===== src/iiea_pkg.sv =====
// ----------------------------------------------------------------------------
// iiea_pkg
// Shared types and constants for the indexed insert/erase array.
// ----------------------------------------------------------------------------
package iiea_pkg;

  localparam int CAPACITY = 64;
  localparam int ADDR_W   = $clog2(CAPACITY);
  localparam int CNT_W    = 7;
  localparam int DATA_W   = 32;

  localparam logic [2:0] ACT_APPEND = 3'd0;
  localparam logic [2:0] ACT_POP    = 3'd1;
  localparam logic [2:0] ACT_INSERT = 3'd2;
  localparam logic [2:0] ACT_ERASE  = 3'd3;
  localparam logic [2:0] ACT_READ   = 3'd4;
  localparam logic [2:0] ACT_CLEAR  = 3'd5;

  localparam logic [1:0] ST_OK    = 2'd0;
  localparam logic [1:0] ST_RANGE = 2'd1;
  localparam logic [1:0] ST_FULL  = 2'd2;

  typedef struct packed {
    logic [2:0]         action;
    logic [CNT_W-1:0]   index;
    logic signed [31:0] value;
  } cmd_t;

  typedef struct packed {
    logic signed [31:0] read_value;
    logic [CNT_W-1:0]   count;
    logic [1:0]         status;
  } rsp_t;

  typedef struct packed {
    logic              en;
    logic [ADDR_W-1:0] addr;
    logic [DATA_W-1:0] data;
  } mem_wr_t;

  typedef struct packed {
    logic              en;
    logic [ADDR_W-1:0] addr;
  } mem_rd_t;

endpackage


===== src/iiea_ram.sv =====
// ----------------------------------------------------------------------------
// iiea_ram
// Simple dual-port RAM with one write port and one registered read port.
// ----------------------------------------------------------------------------
module iiea_ram #(
  parameter int DEPTH  = 64,
  parameter int WIDTH  = 32,
  parameter int ADDR_W = $clog2(DEPTH)
) (
  input  logic              clk,
  input  logic              we,
  input  logic [ADDR_W-1:0] waddr,
  input  logic [WIDTH-1:0]  wdata,
  input  logic              re,
  input  logic [ADDR_W-1:0] raddr,
  output logic [WIDTH-1:0]  rdata
);

  logic [WIDTH-1:0] mem [DEPTH];

  always_ff @(posedge clk) begin
    if (we) begin
      mem[waddr] <= wdata;
    end
  end

  always_ff @(posedge clk) begin
    if (re) begin
      rdata <= mem[raddr];
    end
  end

endmodule


===== src/iiea_ctrl.sv =====
// ----------------------------------------------------------------------------
// iiea_ctrl
// Command sequencer: keeps the count, runs the shift sweeps through the RAM
// and registers each result.
// ----------------------------------------------------------------------------
module iiea_ctrl (
  input  logic                          clk,
  input  logic                          rst,
  input  logic                          start,
  output logic                          busy,
  input  iiea_pkg::cmd_t                cmd,
  output logic                          done,
  output iiea_pkg::rsp_t                rsp,
  output iiea_pkg::mem_wr_t             mem_wr,
  output iiea_pkg::mem_rd_t             mem_rd,
  input  logic [iiea_pkg::DATA_W-1:0]   mem_rdata
);
  import iiea_pkg::*;

  typedef enum logic [2:0] {
    S_IDLE  = 3'b001,
    S_SHIFT = 3'b010,
    S_READ  = 3'b100
  } state_t;

  state_t            state, state_next;
  logic [CNT_W-1:0]  length, length_next;
  logic [ADDR_W-1:0] rd_addr, rd_addr_next;
  logic [ADDR_W-1:0] rd_left, rd_left_next;
  logic [ADDR_W-1:0] wr_addr, wr_addr_next;
  logic              wr_valid, wr_valid_next;
  logic              is_ins, is_ins_next;
  logic [ADDR_W-1:0] ins_idx, ins_idx_next;
  logic [DATA_W-1:0] ins_val, ins_val_next;
  logic              done_next;
  rsp_t              rsp_next;
  logic [CNT_W-1:0]  full_cnt;

  assign full_cnt = CNT_W'(CAPACITY);
  assign busy     = (state != S_IDLE);

  always_comb begin
    state_next    = state;
    length_next   = length;
    rd_addr_next  = rd_addr;
    rd_left_next  = rd_left;
    wr_addr_next  = wr_addr;
    wr_valid_next = wr_valid;
    is_ins_next   = is_ins;
    ins_idx_next  = ins_idx;
    ins_val_next  = ins_val;
    done_next     = 1'b0;
    rsp_next      = rsp;
    mem_wr        = '0;
    mem_rd        = '0;
    mem_rd.addr   = rd_addr;

    unique case (state)
      S_IDLE: begin
        if (start) begin
          rsp_next.read_value = '0;
          rsp_next.status     = ST_OK;
          done_next           = 1'b1;
          unique case (cmd.action)
            ACT_APPEND: begin
              if (length == full_cnt) begin
                rsp_next.status = ST_FULL;
              end else begin
                mem_wr.en   = 1'b1;
                mem_wr.addr = length[ADDR_W-1:0];
                mem_wr.data = cmd.value;
                length_next = length + CNT_W'(1);
              end
            end
            ACT_POP: begin
              if (length == '0) begin
                rsp_next.status = ST_RANGE;
              end else begin
                length_next = length - CNT_W'(1);
              end
            end
            ACT_INSERT: begin
              if (cmd.index > length) begin
                rsp_next.status = ST_RANGE;
              end else if (length == full_cnt) begin
                rsp_next.status = ST_FULL;
              end else if (cmd.index == length) begin
                mem_wr.en   = 1'b1;
                mem_wr.addr = cmd.index[ADDR_W-1:0];
                mem_wr.data = cmd.value;
                length_next = length + CNT_W'(1);
              end else begin
                done_next     = 1'b0;
                state_next    = S_SHIFT;
                is_ins_next   = 1'b1;
                rd_addr_next  = ADDR_W'(length - CNT_W'(1));
                rd_left_next  = ADDR_W'(length - cmd.index);
                wr_valid_next = 1'b0;
                ins_idx_next  = cmd.index[ADDR_W-1:0];
                ins_val_next  = cmd.value;
              end
            end
            ACT_ERASE: begin
              if (cmd.index >= length) begin
                rsp_next.status = ST_RANGE;
              end else begin
                done_next     = 1'b0;
                state_next    = S_SHIFT;
                is_ins_next   = 1'b0;
                rd_addr_next  = ADDR_W'(cmd.index + CNT_W'(1));
                rd_left_next  = ADDR_W'(length - cmd.index - CNT_W'(1));
                wr_valid_next = 1'b0;
              end
            end
            ACT_READ: begin
              if (cmd.index >= length) begin
                rsp_next.status = ST_RANGE;
              end else begin
                done_next   = 1'b0;
                mem_rd.en   = 1'b1;
                mem_rd.addr = cmd.index[ADDR_W-1:0];
                state_next  = S_READ;
              end
            end
            ACT_CLEAR: begin
              length_next = '0;
            end
            default: begin
              rsp_next.status = ST_RANGE;
            end
          endcase
          rsp_next.count = length_next;
        end
      end

      S_SHIFT: begin
        if (wr_valid) begin
          mem_wr.en   = 1'b1;
          mem_wr.addr = wr_addr;
          mem_wr.data = mem_rdata;
        end
        if (rd_left != '0) begin
          mem_rd.en     = 1'b1;
          rd_addr_next  = is_ins ? rd_addr - ADDR_W'(1) : rd_addr + ADDR_W'(1);
          rd_left_next  = rd_left - ADDR_W'(1);
          wr_valid_next = 1'b1;
          wr_addr_next  = is_ins ? rd_addr + ADDR_W'(1) : rd_addr - ADDR_W'(1);
        end else begin
          wr_valid_next = 1'b0;
          if (!wr_valid) begin
            if (is_ins) begin
              mem_wr.en   = 1'b1;
              mem_wr.addr = ins_idx;
              mem_wr.data = ins_val;
              length_next = length + CNT_W'(1);
            end else begin
              length_next = length - CNT_W'(1);
            end
            done_next           = 1'b1;
            rsp_next.read_value = '0;
            rsp_next.count      = length_next;
            rsp_next.status     = ST_OK;
            state_next          = S_IDLE;
          end
        end
      end

      S_READ: begin
        done_next           = 1'b1;
        rsp_next.read_value = mem_rdata;
        rsp_next.count      = length;
        rsp_next.status     = ST_OK;
        state_next          = S_IDLE;
      end

      default: begin
        state_next = S_IDLE;
      end
    endcase
  end

  always_ff @(posedge clk) begin
    if (rst) begin
      state    <= S_IDLE;
      length   <= '0;
      wr_valid <= 1'b0;
      done     <= 1'b0;
    end else begin
      state    <= state_next;
      length   <= length_next;
      wr_valid <= wr_valid_next;
      done     <= done_next;
    end
  end

  always_ff @(posedge clk) begin
    rd_addr <= rd_addr_next;
    rd_left <= rd_left_next;
    wr_addr <= wr_addr_next;
    is_ins  <= is_ins_next;
    ins_idx <= ins_idx_next;
    ins_val <= ins_val_next;
    rsp     <= rsp_next;
  end

endmodule


===== src/indexed_insert_erase_array_top.sv =====
// ----------------------------------------------------------------------------
// indexed_insert_erase_array_top
// Bounded ordered list of signed 32-bit integers held in one RAM.
// ----------------------------------------------------------------------------
//  channel  | ports                 | beat taken when
//  ---------+-----------------------+-------------------------
//  command  | start, busy, cmd      | start high and busy low
//  result   | done, rsp             | done high (one cycle)
//
// Append, remove last, clear, refused commands and insert at the end give
// their result the cycle after the command beat. A read passes through the
// registered RAM read port and the read state. Insert and erase move one
// entry per cycle through the RAM. An erase of the last entry moves nothing
// but still enters the shift state. Reset empties the list at once; the
// receiver cannot stall results.
module indexed_insert_erase_array_top (
  input  logic           clk,
  input  logic           rst,
  input  logic           start,
  output logic           busy,
  input  iiea_pkg::cmd_t cmd,
  output logic           done,
  output iiea_pkg::rsp_t rsp
);
  import iiea_pkg::*;

  mem_wr_t           mem_wr;
  mem_rd_t           mem_rd;
  logic [DATA_W-1:0] mem_rdata;

  iiea_ctrl u_ctrl (
    .clk       (clk),
    .rst       (rst),
    .start     (start),
    .busy      (busy),
    .cmd       (cmd),
    .done      (done),
    .rsp       (rsp),
    .mem_wr    (mem_wr),
    .mem_rd    (mem_rd),
    .mem_rdata (mem_rdata)
  );

  iiea_ram #(
    .DEPTH  (CAPACITY),
    .WIDTH  (DATA_W),
    .ADDR_W (ADDR_W)
  ) u_ram (
    .clk   (clk),
    .we    (mem_wr.en),
    .waddr (mem_wr.addr),
    .wdata (mem_wr.data),
    .re    (mem_rd.en),
    .raddr (mem_rd.addr),
    .rdata (mem_rdata)
  );

endmodule


===== config.mk =====
export PLATFORM = sky130hd
export DESIGN_NAME = indexed_insert_erase_array_top
export DESIGN_NICKNAME = d
export VERILOG_FILES = /design/src/iiea_pkg.sv /design/src/iiea_ram.sv /design/src/iiea_ctrl.sv /design/src/indexed_insert_erase_array_top.sv
export SDC_FILE = /design/constraint.sdc
export NUM_CORES = 2
export LEC_CHECK = 0
export BUFFER_PORTS_ARGS = -buffer_cell sky130_fd_sc_hd__buf_2
export CORE_MARGIN = 1
export CORE_UTILIZATION = 45
export DETAILED_ROUTE_END_ITERATION = 8
export GPL_ROUTABILITY_DRIVEN = 0
export PLACE_DENSITY = 0.73
export SYNTH_ARGS = -nofsm -noshare
export SYNTH_HDL_FRONTEND = slang
export SYNTH_SLANG_ARGS = --single-unit

===== constraint.sdc =====
create_clock -name clk -period 6.55 [get_ports clk]
set_input_delay 1.965 -clock clk [delete_from_list [all_inputs] [get_ports clk]]
set_output_delay 1.965 -clock clk [all_outputs]
set_load 0.05 [all_outputs]

==> summary.txt <==
Logic synthesis
  • Syn nets: 6124
  • Warnings from Yosys: 0
  • Synth unique cells: 68
  • Post-synth top cells: edfxtp_1, nand3_1, nand2_1, clkbuf_1, o21ai_0
  • Syn_area_per_cell: 14.49 sq um
  • Post-synthesis sequential area ratio: 74.76%
  • Number of synthesized register bits: 2190
  • Post-Synthesis Cells: 6058
  • Ys flop type: edfxtp_1
  • Synth top area cells: edfxtp_1, nand3_1, mux2i_1
  • Proportion of netlist area held by the largest area contributor: 74.48%
  • Cell Area, Synth: 87810 sq um
  • EDFF count, synth: 2178
  • Count leader, synth: edfxtp_1
  • Dominant cell type by area after synthesis: edfxtp_1
  • FFs w/ async S/R, synth: 0%

Routing
  • WL/cell: 29.31 um
  • Vias per cell: 6.497
  • DR WL met3: 31.65 mm
  • Detailed Routing Iterations Pass 1: 9
  • Antenna-violating nets left: 0
  • Initial DRC count: 9817
  • DR vias: 57690
  • Wire length on met1: 92.48 mm
  • Routed wire length: 260.3 mm
  • Met2 wire length: 122.0 mm
  • Top Layer Used: met5
  • Drt drc: 3

Global route
  • Largest net degree at the start of global routing: 180
  • Vias in the first global route: 55200
  • First-pass GRT wire length: 373.7 mm
  • Initial antenna violation count: 12
  • Overflow after GRT: 0
  • Gr usage total: 25.76%

Final layout
  • Area Overhead vs Synth: 14.43%
  • Post-route design area: 100500 sq um
  • Final core utilization: 52.01%
  • NumNets Final: 6249
  • Cell Count, Final, Fillers Out: 8879
  • Share of layout cells above drive strength 1: 12.64%

CTS
  • PostCTS Resize Cnt: 0
  • Root buffer cell: clkbuf_16
  • CTS Buf Count: 197
  • Clock slew at reported path FFs: 0.07 ns
  • H-tree lvl count: 4
  • CTS tree: yes
  • Worst skew pair latency: 0.85 ns
  • Sink Count: 2190
  • Hold Buf Count CTS: 0
  • Maximum root-to-sink buffer count: 3
  • Setup Buffers After CTS: 0

Floorplan
  • Rows: 161
  • Initial Util: 45.45%
  • DIE WIDTH: 443.7 um
  • DIE AREA: 196900 sq um
  • Io pins: 88
  • Core area: 193200 sq um
  • Die H: 443.7 um

Timing
  • Setup TNS: 0 ns
  • Final Skew: 0.02500 ns
  • Pins over their slew limit: 0
  • Setup ws final: 0.9347 ns
  • Max-slew headroom: 19.76%
  • RSZ-0062 raised after global routing: no
  • Final Critical Period: 5.615 ns
  • Fmax: 178.1 MHz
  • Setup Viol. Count Final: 0
  • Final Hold Viols: 0
  • Slew @ Worst Pin: 1.193 ns
  • Final period util: 85.73%

Critical path
  • Worst-path fanout max: 28
  • Capture point of the worst reg-to-reg path: u_ram.rdata[31]
  • Crit-path most repeated cell: buf_4
  • Bufs and invs on worst path: 5
  • Startpoint Class: input pin
  • CP top delay family: buffers and inverters
  • Req. time, crit path: 7.10 ns
  • CP Class: in2reg
  • Crit. Startpoint: cmd[32]
  • Cells along the critical path: buf_2 > inv_1 > ha_1 > nor2b_1 > o21a_1 > o21ai_1 > mux2i_4 > buf_12 > buf_4 > mux2i_1 > o22ai_1 > nor3_1 > buf_4 > nand4_1
  • Endpoint class of the critical path: flop
  • Crit path DAT: 6.17 ns
  • Reg-to-reg startpoint: u_ctrl.length[3]
  • R2R setup slack: 1.37 ns
  • Slowest cell delay on critical path: 0.66 ns
  • R2r worst-path depth: 12
  • Slowest stage cell on the critical path: o21ai_1

Placed design
  • Port buffer count: 87
  • Placed cell count: 8510
  • Post-DP HPWL: 141.1 mm
  • Post-DP Area: 94150 sq um
  • Worst slack, placed: 0.2587 ns

Worst hold path
  • Worst Hold Depth: 2
  • HP Start: u_ctrl.state[0]
  • Hold endpoint: u_ctrl.state[0]
  • Hold WC Path Type: reg2reg

Power and ir drop
  • Pwr dens: 280.3 nW/um^2
  • Leakage: 33.41 nW
  • Maximum VDD drop: 274.1 uV

Run
  • Reported max-cap violation count: 0

Outcome
  • Status: complete, but fails checks
  • Violated checks: design-rule violations
power by group:
part | leakage [nW] | switching, mW | internal [mW] | total [mW]
Clock | 3.10 | 5.14 | 6.29 | 11.4
Sequential | 20.3 | 0.0410 | 15.3 | 15.4
Combinational | 9.98 | 0.962 | 0.413 | 1.37
Total | 33.4 | 6.14 | 22.0 | 28.2
worst register-to-register path, cell delays in order, from the launching register on:
cell and delay [ns]:
dfxtp_1 0.69, clkinv_1 0.43, ha_1 0.31, a21oi_1 0.23, o2111ai_1 0.23, a21oi_4 0.66
mux2i_4 0.39, buf_12 0.27, buf_12 0.29, nand3_1 0.15, nand4_1 0.11, a21boi_0 0.94
nand4_1 0.18
worst max path at each step:
| stage | end | slack, ns | cells past startpoint |
|---|---|---|---|
| after floorplan | u_ram.mem[0][0] | 0.29 | 11 |
| after global placement | u_ram.rdata[31] | 0.15 | 13 |
| after detailed placement | u_ram.rdata[8] | 0.26 | 13 |
| after CTS | u_ram.rdata[31] | 1.13 | 13 |
| after global routing | u_ram.rdata[19] | 0.77 | 13 |
| final | u_ram.rdata[4] | 0.93 | 14 |
kinds of logic after synthesis:
| group | after synthesis | synth area share (%) |
|---|---|---|
| muxes | 293 | 3.346 |
| adders and majority gates | 21 | 0.3078 |
| buffers and inverters | 542 | 2.400 |
| DFF | 2190 | 74.76 |
| and+or+nand+nor | 1823 | 10.03 |
| xor gates and xnor gates | 35 | 0.3491 |
| AOI/OAI and AO/OA | 1154 | 8.816 |
layout by cell type (no fill, tap or decap), types with 44 or more instances in the layout:
master        n
and3_1      185
nor2_4       66
buf_4       209
a21boi_0     44
a311oi_1    144
buf_2        87
clkbuf_16   200
a211oi_1    155
edfxtp_1   2178
a222oi_1     76
buf_12      114
a31oi_1     157
o22ai_1      73
nor2_1       57
mux2i_1     278
nand2_1     600
a21oi_1      54
nor4_1       45
nand4_1     123
nand3_1     658
clkinv_1     70
o21ai_0     372
layout make-up:
class / instances / area (sq um)
fillers: 15110 / 92700
clock inverters: 124 / 1167
multi-input cells: 3326 / 20840
clock buffers: 238 / 5147
repair buffers: 410 / 4287
well taps: 2526 / 3161
inverters: 58 / 217.7
diodes: 7 / 17.52
flip-flops and latches: 2190 / 65640
metrics by stage:
step	hold WS [ns]	power (mW)
after CTS	0.5159	28.18
after global routing	0.5450	28.81
after detailed placement	0.5077	16.99
after global placement	0.5012	16.96
after floorplan	0.4692	16.47
final	0.5243	28.16
sequential cells by signal, summed over array words and instances, names as in the netlist:
signal / cells
u_ctrl.done: 1
u_ctrl.ins_idx: 6
u_ctrl.length: 7
u_ctrl.rd_addr: 6
u_ctrl.is_ins: 1
u_ctrl.rsp: 41
u_ctrl.rd_left: 6
u_ram.rdata: 32
u_ctrl.wr_valid: 1
u_ctrl.wr_addr: 6
u_ctrl.ins_val: 32
u_ctrl.state: 3
u_ram.mem: 2048
metal layers:
metal | vias up | GRT usage [%]
met1 | 28320 | 33.46
met3 | 759 | 5.372
met5 | - | 0
li1 | 24110 | -
met2 | 4487 | 40.83
met4 | 6 | 13.51
Power figures use the tool's default switching activity.
